<file path="src/rtl/desfr_pkg.sv">
// Package for the DES Feistel round: E expansion, P permutation and S-box tables,
// plus the round function built from them. No dependencies.
`timescale 1ns / 1ps
`default_nettype none

package desfr_pkg;

   localparam int HalfWidth = 32;
   localparam int KeyWidth  = 48;
   localparam int NumSboxes = 8;

   typedef logic [HalfWidth-1:0] half_type;
   typedef logic [KeyWidth-1:0]  subkey_type;

   // Table entries use DES numbering: position 1 is the most significant bit.
   localparam logic [5:0] E_TABLE [KeyWidth] = '{
      6'd32, 6'd1,  6'd2,  6'd3,  6'd4,  6'd5,  6'd4,  6'd5,  6'd6,  6'd7,  6'd8,  6'd9,
      6'd8,  6'd9,  6'd10, 6'd11, 6'd12, 6'd13, 6'd12, 6'd13, 6'd14, 6'd15, 6'd16, 6'd17,
      6'd16, 6'd17, 6'd18, 6'd19, 6'd20, 6'd21, 6'd20, 6'd21, 6'd22, 6'd23, 6'd24, 6'd25,
      6'd24, 6'd25, 6'd26, 6'd27, 6'd28, 6'd29, 6'd28, 6'd29, 6'd30, 6'd31, 6'd32, 6'd1
   };

   localparam logic [5:0] P_TABLE [HalfWidth] = '{
      6'd16, 6'd7,  6'd20, 6'd21, 6'd29, 6'd12, 6'd28, 6'd17,
      6'd1,  6'd15, 6'd23, 6'd26, 6'd5,  6'd18, 6'd31, 6'd10,
      6'd2,  6'd8,  6'd24, 6'd14, 6'd32, 6'd27, 6'd3,  6'd9,
      6'd19, 6'd13, 6'd30, 6'd6,  6'd22, 6'd11, 6'd4,  6'd25
   };

   localparam logic [3:0] SBOX_TABLE [NumSboxes][4][16] = '{
      '{ '{4'd14, 4'd4,  4'd13, 4'd1,  4'd2,  4'd15, 4'd11, 4'd8,
           4'd3,  4'd10, 4'd6,  4'd12, 4'd5,  4'd9,  4'd0,  4'd7},
         '{4'd0,  4'd15, 4'd7,  4'd4,  4'd14, 4'd2,  4'd13, 4'd1,
           4'd10, 4'd6,  4'd12, 4'd11, 4'd9,  4'd5,  4'd3,  4'd8},
         '{4'd4,  4'd1,  4'd14, 4'd8,  4'd13, 4'd6,  4'd2,  4'd11,
           4'd15, 4'd12, 4'd9,  4'd7,  4'd3,  4'd10, 4'd5,  4'd0},
         '{4'd15, 4'd12, 4'd8,  4'd2,  4'd4,  4'd9,  4'd1,  4'd7,
           4'd5,  4'd11, 4'd3,  4'd14, 4'd10, 4'd0,  4'd6,  4'd13} },
      '{ '{4'd15, 4'd1,  4'd8,  4'd14, 4'd6,  4'd11, 4'd3,  4'd4,
           4'd9,  4'd7,  4'd2,  4'd13, 4'd12, 4'd0,  4'd5,  4'd10},
         '{4'd3,  4'd13, 4'd4,  4'd7,  4'd15, 4'd2,  4'd8,  4'd14,
           4'd12, 4'd0,  4'd1,  4'd10, 4'd6,  4'd9,  4'd11, 4'd5},
         '{4'd0,  4'd14, 4'd7,  4'd11, 4'd10, 4'd4,  4'd13, 4'd1,
           4'd5,  4'd8,  4'd12, 4'd6,  4'd9,  4'd3,  4'd2,  4'd15},
         '{4'd13, 4'd8,  4'd10, 4'd1,  4'd3,  4'd15, 4'd4,  4'd2,
           4'd11, 4'd6,  4'd7,  4'd12, 4'd0,  4'd5,  4'd14, 4'd9} },
      '{ '{4'd10, 4'd0,  4'd9,  4'd14, 4'd6,  4'd3,  4'd15, 4'd5,
           4'd1,  4'd13, 4'd12, 4'd7,  4'd11, 4'd4,  4'd2,  4'd8},
         '{4'd13, 4'd7,  4'd0,  4'd9,  4'd3,  4'd4,  4'd6,  4'd10,
           4'd2,  4'd8,  4'd5,  4'd14, 4'd12, 4'd11, 4'd15, 4'd1},
         '{4'd13, 4'd6,  4'd4,  4'd9,  4'd8,  4'd15, 4'd3,  4'd0,
           4'd11, 4'd1,  4'd2,  4'd12, 4'd5,  4'd10, 4'd14, 4'd7},
         '{4'd1,  4'd10, 4'd13, 4'd0,  4'd6,  4'd9,  4'd8,  4'd7,
           4'd4,  4'd15, 4'd14, 4'd3,  4'd11, 4'd5,  4'd2,  4'd12} },
      '{ '{4'd7,  4'd13, 4'd14, 4'd3,  4'd0,  4'd6,  4'd9,  4'd10,
           4'd1,  4'd2,  4'd8,  4'd5,  4'd11, 4'd12, 4'd4,  4'd15},
         '{4'd13, 4'd8,  4'd11, 4'd5,  4'd6,  4'd15, 4'd0,  4'd3,
           4'd4,  4'd7,  4'd2,  4'd12, 4'd1,  4'd10, 4'd14, 4'd9},
         '{4'd10, 4'd6,  4'd9,  4'd0,  4'd12, 4'd11, 4'd7,  4'd13,
           4'd15, 4'd1,  4'd3,  4'd14, 4'd5,  4'd2,  4'd8,  4'd4},
         '{4'd3,  4'd15, 4'd0,  4'd6,  4'd10, 4'd1,  4'd13, 4'd8,
           4'd9,  4'd4,  4'd5,  4'd11, 4'd12, 4'd7,  4'd2,  4'd14} },
      '{ '{4'd2,  4'd12, 4'd4,  4'd1,  4'd7,  4'd10, 4'd11, 4'd6,
           4'd8,  4'd5,  4'd3,  4'd15, 4'd13, 4'd0,  4'd14, 4'd9},
         '{4'd14, 4'd11, 4'd2,  4'd12, 4'd4,  4'd7,  4'd13, 4'd1,
           4'd5,  4'd0,  4'd15, 4'd10, 4'd3,  4'd9,  4'd8,  4'd6},
         '{4'd4,  4'd2,  4'd1,  4'd11, 4'd10, 4'd13, 4'd7,  4'd8,
           4'd15, 4'd9,  4'd12, 4'd5,  4'd6,  4'd3,  4'd0,  4'd14},
         '{4'd11, 4'd8,  4'd12, 4'd7,  4'd1,  4'd14, 4'd2,  4'd13,
           4'd6,  4'd15, 4'd0,  4'd9,  4'd10, 4'd4,  4'd5,  4'd3} },
      '{ '{4'd12, 4'd1,  4'd10, 4'd15, 4'd9,  4'd2,  4'd6,  4'd8,
           4'd0,  4'd13, 4'd3,  4'd4,  4'd14, 4'd7,  4'd5,  4'd11},
         '{4'd10, 4'd15, 4'd4,  4'd2,  4'd7,  4'd12, 4'd9,  4'd5,
           4'd6,  4'd1,  4'd13, 4'd14, 4'd0,  4'd11, 4'd3,  4'd8},
         '{4'd9,  4'd14, 4'd15, 4'd5,  4'd2,  4'd8,  4'd12, 4'd3,
           4'd7,  4'd0,  4'd4,  4'd10, 4'd1,  4'd13, 4'd11, 4'd6},
         '{4'd4,  4'd3,  4'd2,  4'd12, 4'd9,  4'd5,  4'd15, 4'd10,
           4'd11, 4'd14, 4'd1,  4'd7,  4'd6,  4'd0,  4'd8,  4'd13} },
      '{ '{4'd4,  4'd11, 4'd2,  4'd14, 4'd15, 4'd0,  4'd8,  4'd13,
           4'd3,  4'd12, 4'd9,  4'd7,  4'd5,  4'd10, 4'd6,  4'd1},
         '{4'd13, 4'd0,  4'd11, 4'd7,  4'd4,  4'd9,  4'd1,  4'd10,
           4'd14, 4'd3,  4'd5,  4'd12, 4'd2,  4'd15, 4'd8,  4'd6},
         '{4'd1,  4'd4,  4'd11, 4'd13, 4'd12, 4'd3,  4'd7,  4'd14,
           4'd10, 4'd15, 4'd6,  4'd8,  4'd0,  4'd5,  4'd9,  4'd2},
         '{4'd6,  4'd11, 4'd13, 4'd8,  4'd1,  4'd4,  4'd10, 4'd7,
           4'd9,  4'd5,  4'd0,  4'd15, 4'd14, 4'd2,  4'd3,  4'd12} },
      '{ '{4'd13, 4'd2,  4'd8,  4'd4,  4'd6,  4'd15, 4'd11, 4'd1,
           4'd10, 4'd9,  4'd3,  4'd14, 4'd5,  4'd0,  4'd12, 4'd7},
         '{4'd1,  4'd15, 4'd13, 4'd8,  4'd10, 4'd3,  4'd7,  4'd4,
           4'd12, 4'd5,  4'd6,  4'd11, 4'd0,  4'd14, 4'd9,  4'd2},
         '{4'd7,  4'd11, 4'd4,  4'd1,  4'd9,  4'd12, 4'd14, 4'd2,
           4'd0,  4'd6,  4'd10, 4'd13, 4'd15, 4'd3,  4'd5,  4'd8},
         '{4'd2,  4'd1,  4'd14, 4'd7,  4'd4,  4'd10, 4'd8,  4'd13,
           4'd15, 4'd12, 4'd9,  4'd0,  4'd3,  4'd5,  4'd6,  4'd11} }
   };

   // Expand the right half to 48 bits through the E table.
   function automatic subkey_type e_expand(input half_type r);
      subkey_type x;
      logic [4:0] pos;
      for (int i = 0; i < KeyWidth; i++) begin
         pos = 5'(HalfWidth - int'(E_TABLE[i]));
         x[KeyWidth-1-i] = r[pos];
      end
      return x;
   endfunction

   // Apply the P permutation to the S-box output.
   function automatic half_type p_permute(input half_type s);
      half_type p;
      logic [4:0] pos;
      for (int i = 0; i < HalfWidth; i++) begin
         pos = 5'(HalfWidth - int'(P_TABLE[i]));
         p[HalfWidth-1-i] = s[pos];
      end
      return p;
   endfunction

   // Round function f(R, K): expansion, key mix, S-boxes, permutation.
   function automatic half_type round_f(input half_type r, input subkey_type k);
      subkey_type x;
      half_type   s;
      logic [5:0] g;
      for (int i = 0; i < NumSboxes; i++) begin
         s[HalfWidth-1-4*i -: 4] = 4'd0;
      end
      x = e_expand(r) ^ k;
      for (int i = 0; i < NumSboxes; i++) begin
         g = x[KeyWidth-1-6*i -: 6];
         // Outer bits pick the row, middle four bits the column.
         s[HalfWidth-1-4*i -: 4] = SBOX_TABLE[i][{g[5], g[0]}][g[4:1]];
      end
      return p_permute(s);
   endfunction

endpackage

`default_nettype wire

</file>
<file path="src/rtl/des_feistel_round.sv">
// One DES Feistel round with registered input and result stages.
// Depends on desfr_pkg for the E, P and S-box tables and the round function.
//
// Usage:
//   A request is taken at each rising edge where start is high and busy is
//   low. busy is always low: the datapath is a two-register pipeline, so a
//   new request may be issued on every cycle.
//   req_block_in carries the 64-bit block (left half in bits 63..32) and
//   req_round_key the 48-bit subkey for this round.
//   Each request yields exactly one result: rsp_block_out is valid for the
//   single cycle in which rsp_strobe is high. Its left half is the old right
//   half; its right half is old left XOR f(old right, key).
//   Path: the request is captured in the input register, then the round
//   function result is loaded into the result register, which drives
//   rsp_block_out and rsp_strobe.
//   Throughput: one request per cycle, set by the single combinational pass
//   of E, eight S-box lookups and P between the two registers.
//   Reset clears both valid flags; requests in flight are dropped.
//   The receiver cannot stall, so results are never held back.
`timescale 1ns / 1ps
`default_nettype none

module des_feistel_round
   import desfr_pkg::*;
(
   input  wire logic        clock,
   input  wire logic        reset,
   input  wire logic        start,
   output logic             busy,
   input  wire logic [63:0] req_block_in,
   input  wire logic [47:0] req_round_key,
   output logic             rsp_strobe,
   output logic [63:0]      rsp_block_out
);

   logic        req_valid_ff;
   logic [63:0] req_block_ff;
   logic [47:0] req_key_ff;
   logic        rsp_valid_ff;
   logic [63:0] rsp_block_ff;
   logic [63:0] rsp_block_in;
   half_type    left_half;
   half_type    right_half;

   assign busy = 1'b0;

   always_ff @(posedge clock) begin
      if (reset) begin
         req_valid_ff <= 1'b0;
         rsp_valid_ff <= 1'b0;
      end else begin
         req_valid_ff <= start;
         rsp_valid_ff <= req_valid_ff;
      end
   end

   always_ff @(posedge clock) begin
      req_block_ff <= req_block_in;
      req_key_ff   <= req_round_key;
      rsp_block_ff <= rsp_block_in;
   end

   assign left_half  = req_block_ff[63:32];
   assign right_half = req_block_ff[31:0];

   always_comb begin
      rsp_block_in = {right_half, left_half ^ round_f(right_half, req_key_ff)};
   end

   assign rsp_strobe    = rsp_valid_ff;
   assign rsp_block_out = rsp_block_ff;

   // Every result traces back to a matching earlier request.
   assert property (@(posedge clock) disable iff (reset)
      rsp_strobe |-> $past(start, 2))
      else $error("result without a matching request");

   // Every request produces its result.
   assert property (@(posedge clock) disable iff (reset)
      start |=> ##1 rsp_strobe)
      else $error("request produced no result");

   // The new left half is the old right half of that request.
   assert property (@(posedge clock) disable iff (reset)
      rsp_strobe |-> rsp_block_out[63:32] == $past(req_block_in[31:0], 2))
      else $error("half exchange mismatch");

   // The block never refuses a request.
   assert property (@(posedge clock) disable iff (reset) !busy)
      else $error("busy raised");

endmodule

`default_nettype wire
</file>
<file path="config.mk">
export PLATFORM = sky130hd
export DESIGN_NAME = des_feistel_round
export DESIGN_NICKNAME = d
export VERILOG_FILES = /design/src/rtl/desfr_pkg.sv /design/src/rtl/des_feistel_round.sv
export SDC_FILE = /design/constraint.sdc
export NUM_CORES = 1
export LEC_CHECK = 0
export ABC_AREA = 1
export BUFFER_PORTS_ARGS = -buffer_cell sky130_fd_sc_hd__clkbuf_2
export CORE_ASPECT_RATIO = 0.7
export CORE_MARGIN = 10
export CORE_UTILIZATION = 51
export CTS_CLUSTER_DIAMETER = 150
export CTS_CLUSTER_SIZE = 24
export DETAILED_ROUTE_END_ITERATION = 16
export HOLD_SLACK_MARGIN = 0.15
export PLACE_DENSITY_LB_ADDON = 0.15
export SETUP_SLACK_MARGIN = 0.02
export SLEW_MARGIN = 25
export SYNTH_ARGS = -nofsm -noshare
export SYNTH_HDL_FRONTEND = slang
export SYNTH_SLANG_ARGS = --single-unit
</file>
<file path="constraint.sdc">
create_clock -name clock -period 1.8 [get_ports clock]
set_input_delay 0.36 -clock clock [delete_from_list [all_inputs] [get_ports clock]]
set_output_delay 0.36 -clock clock [all_outputs]
set_load 0.02 [all_outputs]
</file>
==> run_results.csv, run 1 <==
group,metric,value,unit
run_status,status,"finished, final reports clean",
grt,grt_max_degree,18,
synth,synthArstFlopShare,0,
grt,grt_pass1_wl,46800,µm
grt,antenna_found_initial,0,
synth,yosys-top-cells-area,"dfxtp_1 36%, nand2_1 24%, nand3_1 18%, ha_1 8.1%, inv_1 4.4%",
synth,synth_edf_count,0,
grt,met1_usage,0.284,
route,wl_per_cell,14.0,µm
floorplan,fp.dieArea,25200,µm²
worst_hold_path,min_path_cells,0,
setup_path,r2r_start,"req_block_ff[12]$_DFF_P_",
floorplan,die_h,136,µm
grt,grt_pass1_vias,9936,
synth,syn_area,9770,µm²
floorplan,die_w,185,µm
route,drt_first_pass_iters,6,
timing,hold_violations,0,
clock_tree,h-tree-depth,4,
route,drtIter0Drc,944,
setup_path,required,2.14,ns
timing,worst_pin_slew,0.675,ns
synth,syn_area_per_cell,6.83,µm²
setup_path,rrSetupSlack,0.10,ns
place,placedCellCount,1890,
run,maxCapViolCount,0,
synth,postSynthCellCount,1431,
floorplan,initial_utilization,0.518,
grt,use_met2,0.366,
route,ant_nets,0,
clock_tree,cts_made_buffers,17,
worst_hold_path,hp-start,"req_block_ff[26]$_DFF_P_",
synth,yosysMostFrequentCell,"nand2_1",
clock_tree,clk_pin_slew,0.07,ns
grt,busiest_layer,"met2",
floorplan,core_area,18900,µm²
cells_and_area,drive_above_1_share,0.248,
setup_path,crit_slowest_cell,"dfxtp_4",
clock_tree,cts_root_buf,"clkbuf_16",
synth,ys_types,25,
synth,synth.yosys.warnings,0,
timing,finalSetupViolCount,0,
timing,fmax,0.589,GHz
clock_tree,cts_num_sinks,178,
place,gp_congestion,0.946,
place,portBuffers,179,
power_and_ir_drop,peakVddDrop,0.666,mV
setup_path,end_kind,"flop",
timing,timing.final.max_slew_violations,0,
grt,gr-usage-all-layers,0.224,
worst_hold_path,worstHoldEndpoint,"rsp_block_out[58]$_DFF_P_",
timing,min_period_over_period,0.943,
clock_tree,clk_latency,0.44,ns
cells_and_area,final_nets,1964,
setup_path,crit_chain,"inv_2, nand2_1, nand2_1, nand2_1, nand2_1, nand2_1, nand3_1, nand3_1, nand3b_1, nand2_1",
floorplan,io_pins,181,
power_and_ir_drop,p_per_area,863,nW/µm²
grt,grt_overflow,0,
route,finalWirelength,28600,µm
route,vias,10500,
cells_and_area,num-fill-cells,1476,
synth,ys_ff_latch,178,
timing,slew_headroom,0.548,
synth,yosys.area.top_type,"dfxtp_1",
setup_path,cp_common_cell,"nand2_1",
setup_path,crit_type,"flop to flop",
setup_path,slowest_delay,0.36,ns
synth,syn-num-nets,1609,
synth,ys.flop_type,"dfxtp_1",
synth,synth.top_cell.area_share,0.365,
cells_and_area,finalNonFillerCells,2042,
place,hpwlAfterDp,20200,µm
setup_path,startpoint_type,"flop",
synth,synthTopCellsByCount,"622 x nand2_1, 343 x nand3_1, 178 x dfxtp_1",
setup_path,arrival,2.04,ns
setup_path,reg2reg_depth,10,
setup_path,crit_fanout,9,
cells_and_area,synthToLayoutAreaGrowth,40.1,%
timing,rsz0062_at_grt,"yes",
clock_tree,cts_tree,"built",
synth,synth_seq_area_share,0.365,
clock_tree,clockBufferDepth,2,
timing,finClkSkew,0.00854,ns
route,drcViolationCount,0,
worst_hold_path,hold_path_class,"flop to flop",
cells_and_area,fin_util,0.725,
power_and_ir_drop,leakage,7.20,nW
setup_path,rr_endpoint,"rsp_block_out[18]$_DFF_P_",
route,avgViaCountPerCell,5.12,
grt,grt_use_met3,0.0632,
floorplan,row_count,42,
timing,period_needed,1.70,ns
worst max-delay path by stage:
stage                     slack, ns                         to                startpoint  cells past startpoint
after CTS                      0.03  rsp_block_out[16]$_DFF_P_    req_key_ff[30]$_DFF_P_                     11
final                          0.10  rsp_block_out[18]$_DFF_P_  req_block_ff[12]$_DFF_P_                     10
after global placement        -0.12  rsp_block_out[18]$_DFF_P_  req_block_ff[16]$_DFF_P_                     12
after global routing          -0.03  rsp_block_out[16]$_DFF_P_  req_block_ff[19]$_DFF_P_                     14
after detailed placement      -0.12  rsp_block_out[18]$_DFF_P_  req_block_ff[16]$_DFF_P_                     12
after floorplan                0.08  rsp_block_out[26]$_DFF_P_  req_block_ff[19]$_DFF_P_                     11
state kept, by name, summed over array words and instances, names as in the netlist:
signal         flops
req_block_ff      64
req_key_ff        48
req_valid_ff       1
rsp_block_out     64
rsp_strobe         1
layout by cell type (no fill, tap or decap), drive strengths merged:
master / count
nand2: 625
o21ai: 2
ha: 63
clkinv: 2
dfxtp: 178
nand3b: 23
clkbuf: 197
nand3: 348
inv: 124
diode: 1
or2: 1
conb: 1
bufinv: 2
xor2: 9
clkinvlp: 4
a21oi: 1
dlygate4sd3: 114
xnor2: 24
buf: 74
nor2: 6
nand4: 1
worst max-delay path, delay by kind of cell, from the launching register on:
family | cells | cell delay (ns)
DFF | 1 | 0.36
buffers and inverters | 1 | 0.07
and+or+nand+nor | 9 | 1.15
where the power goes:
part           total [W]  switching (W)  internal (W)
sequential       0.00445       0.000177       0.00427
clock            0.00380        0.00171       0.00209
combinational    0.00356        0.00212       0.00144
area by class of cell:
cell class | instances | area, µm² | area share
Multi-Input combinational cell | 1104 | 6090 | 0.445
Sequential cell | 178 | 3610 | 0.264
Timing Repair Buffer | 367 | 2630 | 0.192
Inverter | 118 | 443 | 0.0324
Clock buffer | 18 | 429 | 0.0314
Tap cell | 242 | 303 | 0.0221
Clock inverter | 14 | 168 | 0.0123
Antenna cell | 1 | 2.50 | 0.000183
what timing repair did:
| item | 4_1_cts | 5_1_grt |
|---|---|---|
| gates resized for setup | 14 | 150 |
| setup endpoints to repair | 19 | 32 |
| hold buffers | 114 | 0 |
| buffers inserted | 0 | 5 |
| pin swaps | 0 | 16 |
| gates cloned | 0 | 0 |
| hold endpoints to repair | 114 | 0 |
cell families (layout without fill, tap and decap cells):
family,after synthesis,in the layout,share of synthesized area
adders and majority gates,63,63,0.0807
buffers and inverters,149,517,0.0653
DFF,178,178,0.365
other,1,2,0.000384
xor gates and xnor gates,33,33,0.0442
AOI/OAI and AO/OA,3,3,0.00154
and+or+nand+nor,1004,1004,0.443
metrics by stage:
stage | hold slack (ns) | worst slack, ns | total power (W) | cell area [µm²] | TNS, ns
after floorplan | 0.350 | 0.0849 | 0.00666 | 9770 | 0
after global placement | 0.354 | -0.117 | 0.00758 | 11300 | -0.263
after detailed placement | 0.356 | -0.124 | 0.00760 | 11300 | -0.317
after CTS | 0.365 | 0.0288 | 0.0116 | 13100 | 0
after global routing | 0.381 | -0.0256 | 0.0125 | 13700 | -0.0256
final | 0.374 | 0.102 | 0.0118 | 13700 | 0
layer usage:
| metal | vias to the layer above | part of all wire |
|---|---|---|
| met5 | - | 0 |
| met4 | 0 | 0.016 |
| met3 | 45 | 0.079 |
| met2 | 416 | 0.47 |
| met1 | 4718 | 0.43 |
| li1 | 5280 | - |
Power figures use the tool's default switching activity.
==> inputs of run 2 (changes only) <==
- CELL_PAD_IN_SITES_DETAIL_PLACEMENT: unset -> 0
- CELL_PAD_IN_SITES_GLOBAL_PLACEMENT: unset -> 1
- CORE_UTILIZATION: 51 -> 36
- REMOVE_ABC_BUFFERS: unset -> 1
- SLEW_MARGIN: 25 -> unset
==> run 2 against run 1 <==
Clock skew about the same. Sequential share of layout area shrank 0.45 points. Utilization decreased by 21 points. Cell area up 1.6%. Clock-buffer cell count unchanged. Power grew 0.93%. Register-to-register slack improved by 0.02 ns. Highest routed layer is now met5. Die area rose by 36%. Critical path depth down 4. Sequential power hardly changed. Combinational power is essentially flat. Maximum frequency grew 1.3%.
==> run_results.csv, run 2 (synthesized netlist as in run 1, its figures left out) <==
group,metric,value,unit
timing,period_needed,1.68,ns
timing,slew_headroom,0.516,
timing,finClkSkew,0.00862,ns
timing,worst_pin_slew,0.722,ns
floorplan,initial_utilization,0.366,
route,ant_nets,0,
floorplan,core_area,26700,µm²
setup_path,crit_type,"flop to flop",
timing,rsz0062_at_grt,"yes",
grt,grt_overflow,0,
setup_path,end_kind,"flop",
route,vias,10300,
route,finalWirelength,29400,µm
route,wl_per_cell,13.5,µm
cells_and_area,drive_above_1_share,0.245,
clock_tree,clockBufferDepth,2,
timing,finalSetupViolCount,0,
grt,antenna_found_initial,3,
clock_tree,clk_pin_slew,0.07,ns
setup_path,startpoint_type,"flop",
worst_hold_path,hold_path_class,"flop to flop",
run,maxCapViolCount,0,
place,dpl_worst_slack,-0.0360,ns
grt,grt_pass1_vias,9631,
cells_and_area,num-fill-cells,2624,
grt,grt_pass1_wl,47800,µm
place,hpwlAfterDp,22000,µm
floorplan,die_w,217,µm
clock_tree,cts_root_buf,"clkbuf_16",
power_and_ir_drop,p_per_area,858,nW/µm²
cells_and_area,fin_util,0.520,
timing,hold_violations,0,
place,placed_area,11600,µm²
place,gp_congestion,0.922,
cells_and_area,final_nets,1980,
route,drcViolationCount,0,
clock_tree,cts_num_sinks,178,
grt,gr-usage-all-layers,0.171,
cells_and_area,synthToLayoutAreaGrowth,42.2,%
floorplan,row_count,50,
cells_and_area,final_cell_mix,"564 x nand2_1, 327 x nand3_1, 179 x clkbuf_2",
timing,worst_slack,0.124,ns
clock_tree,cts_tree,"built",
run_status,status,"finished, final reports clean",
setup_path,arrival,2.02,ns
cells_and_area,design_area,13900,µm²
setup_path,required,2.14,ns
setup_path,crit_fanout,15,
cells_and_area,final_common_cell,"nand2_1",
clock_tree,clk_latency,0.45,ns
power_and_ir_drop,peakVddDrop,0.809,mV
place,portBuffers,179,
floorplan,io_pins,181,
clock_tree,h-tree-depth,4,
timing,fmax,0.597,GHz
timing,timing.final.max_slew_violations,0,
route,avgViaCountPerCell,4.71,
route,drtIter0Drc,868,
grt,grt_max_degree,17,
power_and_ir_drop,leakage,7.26,nW
floorplan,fp.dieArea,34200,µm²
power_and_ir_drop,total_power,0.0119,W
clock_tree,cts_made_buffers,17,
floorplan,die_h,158,µm
route,drt_first_pass_iters,5,
timing,min_period_over_period,0.931,
==> run 2: routing by layer <==
metal / GRT usage / up-vias / wire length (µm)
li1: - / 5315 / -
met1: 0.234 / 4607 / 14100
met2: 0.256 / 321 / 12900
met3: 0.0503 / 31 / 2180
met4: 0.0461 / 2 / 315
met5: 0 / - / 13
==> run 2: layout make-up <==
type	count	area (µm²)	share of cell area
timing repair buffer	383	2760	0.198
tap	364	455	0.0328
antenna	2	5.00	0.000360
inverter	118	445	0.0321
clock inverter	13	179	0.0129
multi-input combinational	1104	6010	0.432
sequential	178	3610	0.260
clock buffer	18	439	0.0316
==> run 2: what timing repair did <==
| action | 4_1_cts | 5_1_grt |
|---|---|---|
| setup buffers | 0 | 2 |
| cloned | 0 | 0 |
| pin swaps | 0 | 15 |
| hold buffers | 114 | 0 |
| endpoints found under the hold margin | 114 | 0 |
| setup endpoints to repair | 11 | 32 |
| resized for setup | 5 | 139 |
==> run 2: through the flow <==
step,cells,hold WS [ns],setup TNS (ns)
after floorplan,1400,0.350,0
after global placement,2031,0.355,-0.0870
after detailed placement,2031,0.362,-0.0536
after CTS,2176,0.373,0
after global routing,2179,0.379,-0.0352
final,2180,0.371,0
==> run 2: worst max-delay path: stages, from the launching register on <==
cell and delay (ns):
dfxtp_1 0.35, xnor2_2 0.61, nand3_1 0.21, nand3_1 0.17, nand3_2 0.10, nand3b_1 0.09, nand2_1 0.05
==> run 2: report_power, final <==
group	internal, W	switching [W]
Combinational	0.00146	0.00211
Sequential	0.00427	0.000177
Clock	0.00224	0.00166
Total	0.00797	0.00395
==> run 2: path summary, 6_finish.rpt <==
path,cells after the start,start,slack [ns],end
setup reg to reg,6,req_key_ff[8]$_DFF_P_,0.12,rsp_block_out[0]$_DFF_P_
setup / recovery,6,req_key_ff[8]$_DFF_P_,0.12,rsp_block_out[0]$_DFF_P_
hold / removal,0,req_block_ff[6]$_DFF_P_,0.37,rsp_block_out[38]$_DFF_P_
hold reg to reg,0,req_block_ff[6]$_DFF_P_,0.37,rsp_block_out[38]$_DFF_P_
==> inputs of run 3 (changes only) <==
- clock period: 1.8 -> 1.5 ns (I/O delays scaled with it)
==> run 3 against run 2 <==
The flow now finishes with violations (setup timing). Die area did not move. Utilization rose by 12 points. Sequential power rose by 20%. Clock power rose by 17%. Maximum frequency rose by 5.0%. Largest cell class unchanged.
==> run_results.csv, run 3 (synthesized netlist as in run 1, its figures left out) <==
group,metric,value,unit
setup_path,arrival,1.94,ns
grt,antenna_found_initial,1,
grt,grt_pass1_wl,52500,µm
setup_path,crit_fanout,4,
setup_path,crit_type,"flop to flop",
cells_and_area,synthToLayoutAreaGrowth,74.8,%
power_and_ir_drop,intPower,0.00998,W
place,hpwlAfterDp,22000,µm
timing,timing.final.max_slew_violations,0,
place,portBuffers,179,
clock_tree,cts_num_sinks,178,
clock_tree,cts_made_buffers,17,
route,drtIter0Drc,769,
floorplan,die_h,158,µm
route,avgViaCountPerCell,4.77,
cells_and_area,final_nets,2050,
timing,finalSetupViolCount,25,
floorplan,die_w,217,µm
setup_path,startpoint_type,"flop",
clock_tree,clk_pin_slew,0.07,ns
place,dpl_worst_slack,-0.340,ns
timing,fmax,0.627,GHz
run_status,violations,"setup timing",
place,gp_congestion,0.924,
clock_tree,cts_root_buf,"clkbuf_16",
route,vias,10700,
timing,period_needed,1.60,ns
run,maxCapViolCount,0,
clock_tree,h-tree-depth,4,
worst_hold_path,hold_path_class,"flop to flop",
clock_tree,cts_tree,"built",
route,ant_nets,0,
power_and_ir_drop,peakVddDrop,1.16,mV
timing,hold_violations,0,
clock_tree,clk_latency,0.46,ns
cells_and_area,drive_above_1_share,0.494,
grt,grt_max_degree,19,
timing,finClkSkew,0.0160,ns
grt,gr-usage-all-layers,0.187,
setup_path,slowest_delay,0.34,ns
setup_path,end_kind,"flop",
power_and_ir_drop,p_sw_frac,0.364,
route,finalWirelength,32900,µm
timing,whs,0.370,ns
floorplan,initial_utilization,0.366,
setup_path,crit_slowest_cell,"dfxtp_2",
power_and_ir_drop,seqPwrFrac,0.341,
setup_path,cp_common_cell,"nand2_1",
cells_and_area,final_common_cell,"nand2_1",
power_and_ir_drop,comb_power_share,0.367,
floorplan,io_pins,181,
clock_tree,clockBufferDepth,2,
power_and_ir_drop,leakage,8.40,nW
floorplan,row_count,50,
route,wl_per_cell,14.6,µm
timing,rsz0062_at_grt,"yes",
power_and_ir_drop,pwr-share-clk,0.292,
cells_and_area,fin_util,0.639,
place,placed_area,12000,µm²
floorplan,core_area,26700,µm²
grt,grt_pass1_vias,10400,
cells_and_area,final_cell_mix,"385 x nand2_1, 192 x nand3_1, 179 x clkbuf_2",
run_status,status,"finished, violations left",
route,drcViolationCount,0,
grt,grt_overflow,0,
power_and_ir_drop,p_switching,0.00572,W
power_and_ir_drop,p_per_area,919,nW/µm²
cells_and_area,design_area,17100,µm²
floorplan,fp.dieArea,34200,µm²
setup_path,required,1.85,ns
setup_path,crit_chain,"inv_2, nand2_4, nand2_4, inv_4, ha_4, nand2_4, nand2_1, nand2_1, nand2_1, nand2_1, nand3_2, nand2_1, nand2_1, nand2_1",
timing,min_period_over_period,1.06,
route,drt_first_pass_iters,5,
timing,worst_slack,-0.0955,ns
==> run 3: changes by cell type in the layout (fill, tap and decap cells not counted), moves of 16 or more <==
cell     delta
inv_1      -43
nand2_2    +87
nand2_4    +88
buf_6      +18
nand2_1   -179
ha_4       +33
buf_4      +25
nand3_1   -135
nand3_2   +126
inv_2      +26
buf_12     +19
ha_1       -39
dfxtp_4    +16
dfxtp_1    -17
==> run 3: critical path: cells and delay by family (launching register included) <==
family	cells	cell delay, ns
DFF	1	0.34
buffers and inverters	2	0.13
adders and majority gates	1	0.29
and+or+nand+nor	11	0.74
==> run 3: worst paths after layout <==
check                           slack, ns                         to  cells after the start                    start
worst max-delay path                 -0.1  rsp_block_out[25]$_DFF_P_                     14  req_block_ff[8]$_DFF_P_
worst min-delay path                 0.37  rsp_block_out[38]$_DFF_P_                      0  req_block_ff[6]$_DFF_P_
worst max register to register       -0.1  rsp_block_out[25]$_DFF_P_                     14  req_block_ff[8]$_DFF_P_
worst min register to register       0.37  rsp_block_out[38]$_DFF_P_                      0  req_block_ff[6]$_DFF_P_
==> run 3: timing repair <==
item | CTS | global route
endpoints found under the setup margin | 32 | 32
hold buffers | 114 | 0
cloned | 1 | 4
pin swaps | 159 | 171
endpoints found under the hold margin | 114 | 0
buffers inserted | 13 | 20
resized for setup | 468 | 299
==> run 3: area by class of cell <==
class / count / area (µm²)
diodes: 1 / 2.50
clock buffers: 17 / 425
clock inverters: 14 / 164
fillers: 2210 / 9640
inverters: 118 / 499
multi-input cells: 1107 / 8240
flip-flops and latches: 178 / 3670
well taps: 364 / 455
repair buffers: 450 / 3620
==> run 3: per-stage QoR <==
stage               cells  setup TNS, ns  power [W]
detailed placement   2065          -7.48    0.00942
finish               2249         -0.989     0.0157
global placement     2065          -7.02    0.00946
global route         2249          -4.34     0.0166
CTS                  2224         -0.782     0.0151
floorplan            1400          -4.52    0.00790
==> run 3: layer usage <==
| layer | track usage | part of all wire |
|---|---|---|
| met5 | 0 | 0 |
| met2 | 0.294 | 0.47 |
| met3 | 0.0446 | 0.058 |
| met1 | 0.252 | 0.46 |
| met4 | 0.0501 | 0.013 |
==> run 3: power by group through the flow <==
stage / registers (W) / clock network (W) / logic [W]
after global placement: 0.00543 / 0 / 0.00403
after floorplan: 0.00571 / 0 / 0.00220
after detailed placement: 0.00543 / 0 / 0.00399
final: 0.00535 / 0.00458 / 0.00576
after CTS: 0.00535 / 0.00473 / 0.00499
after global routing: 0.00540 / 0.00493 / 0.00631
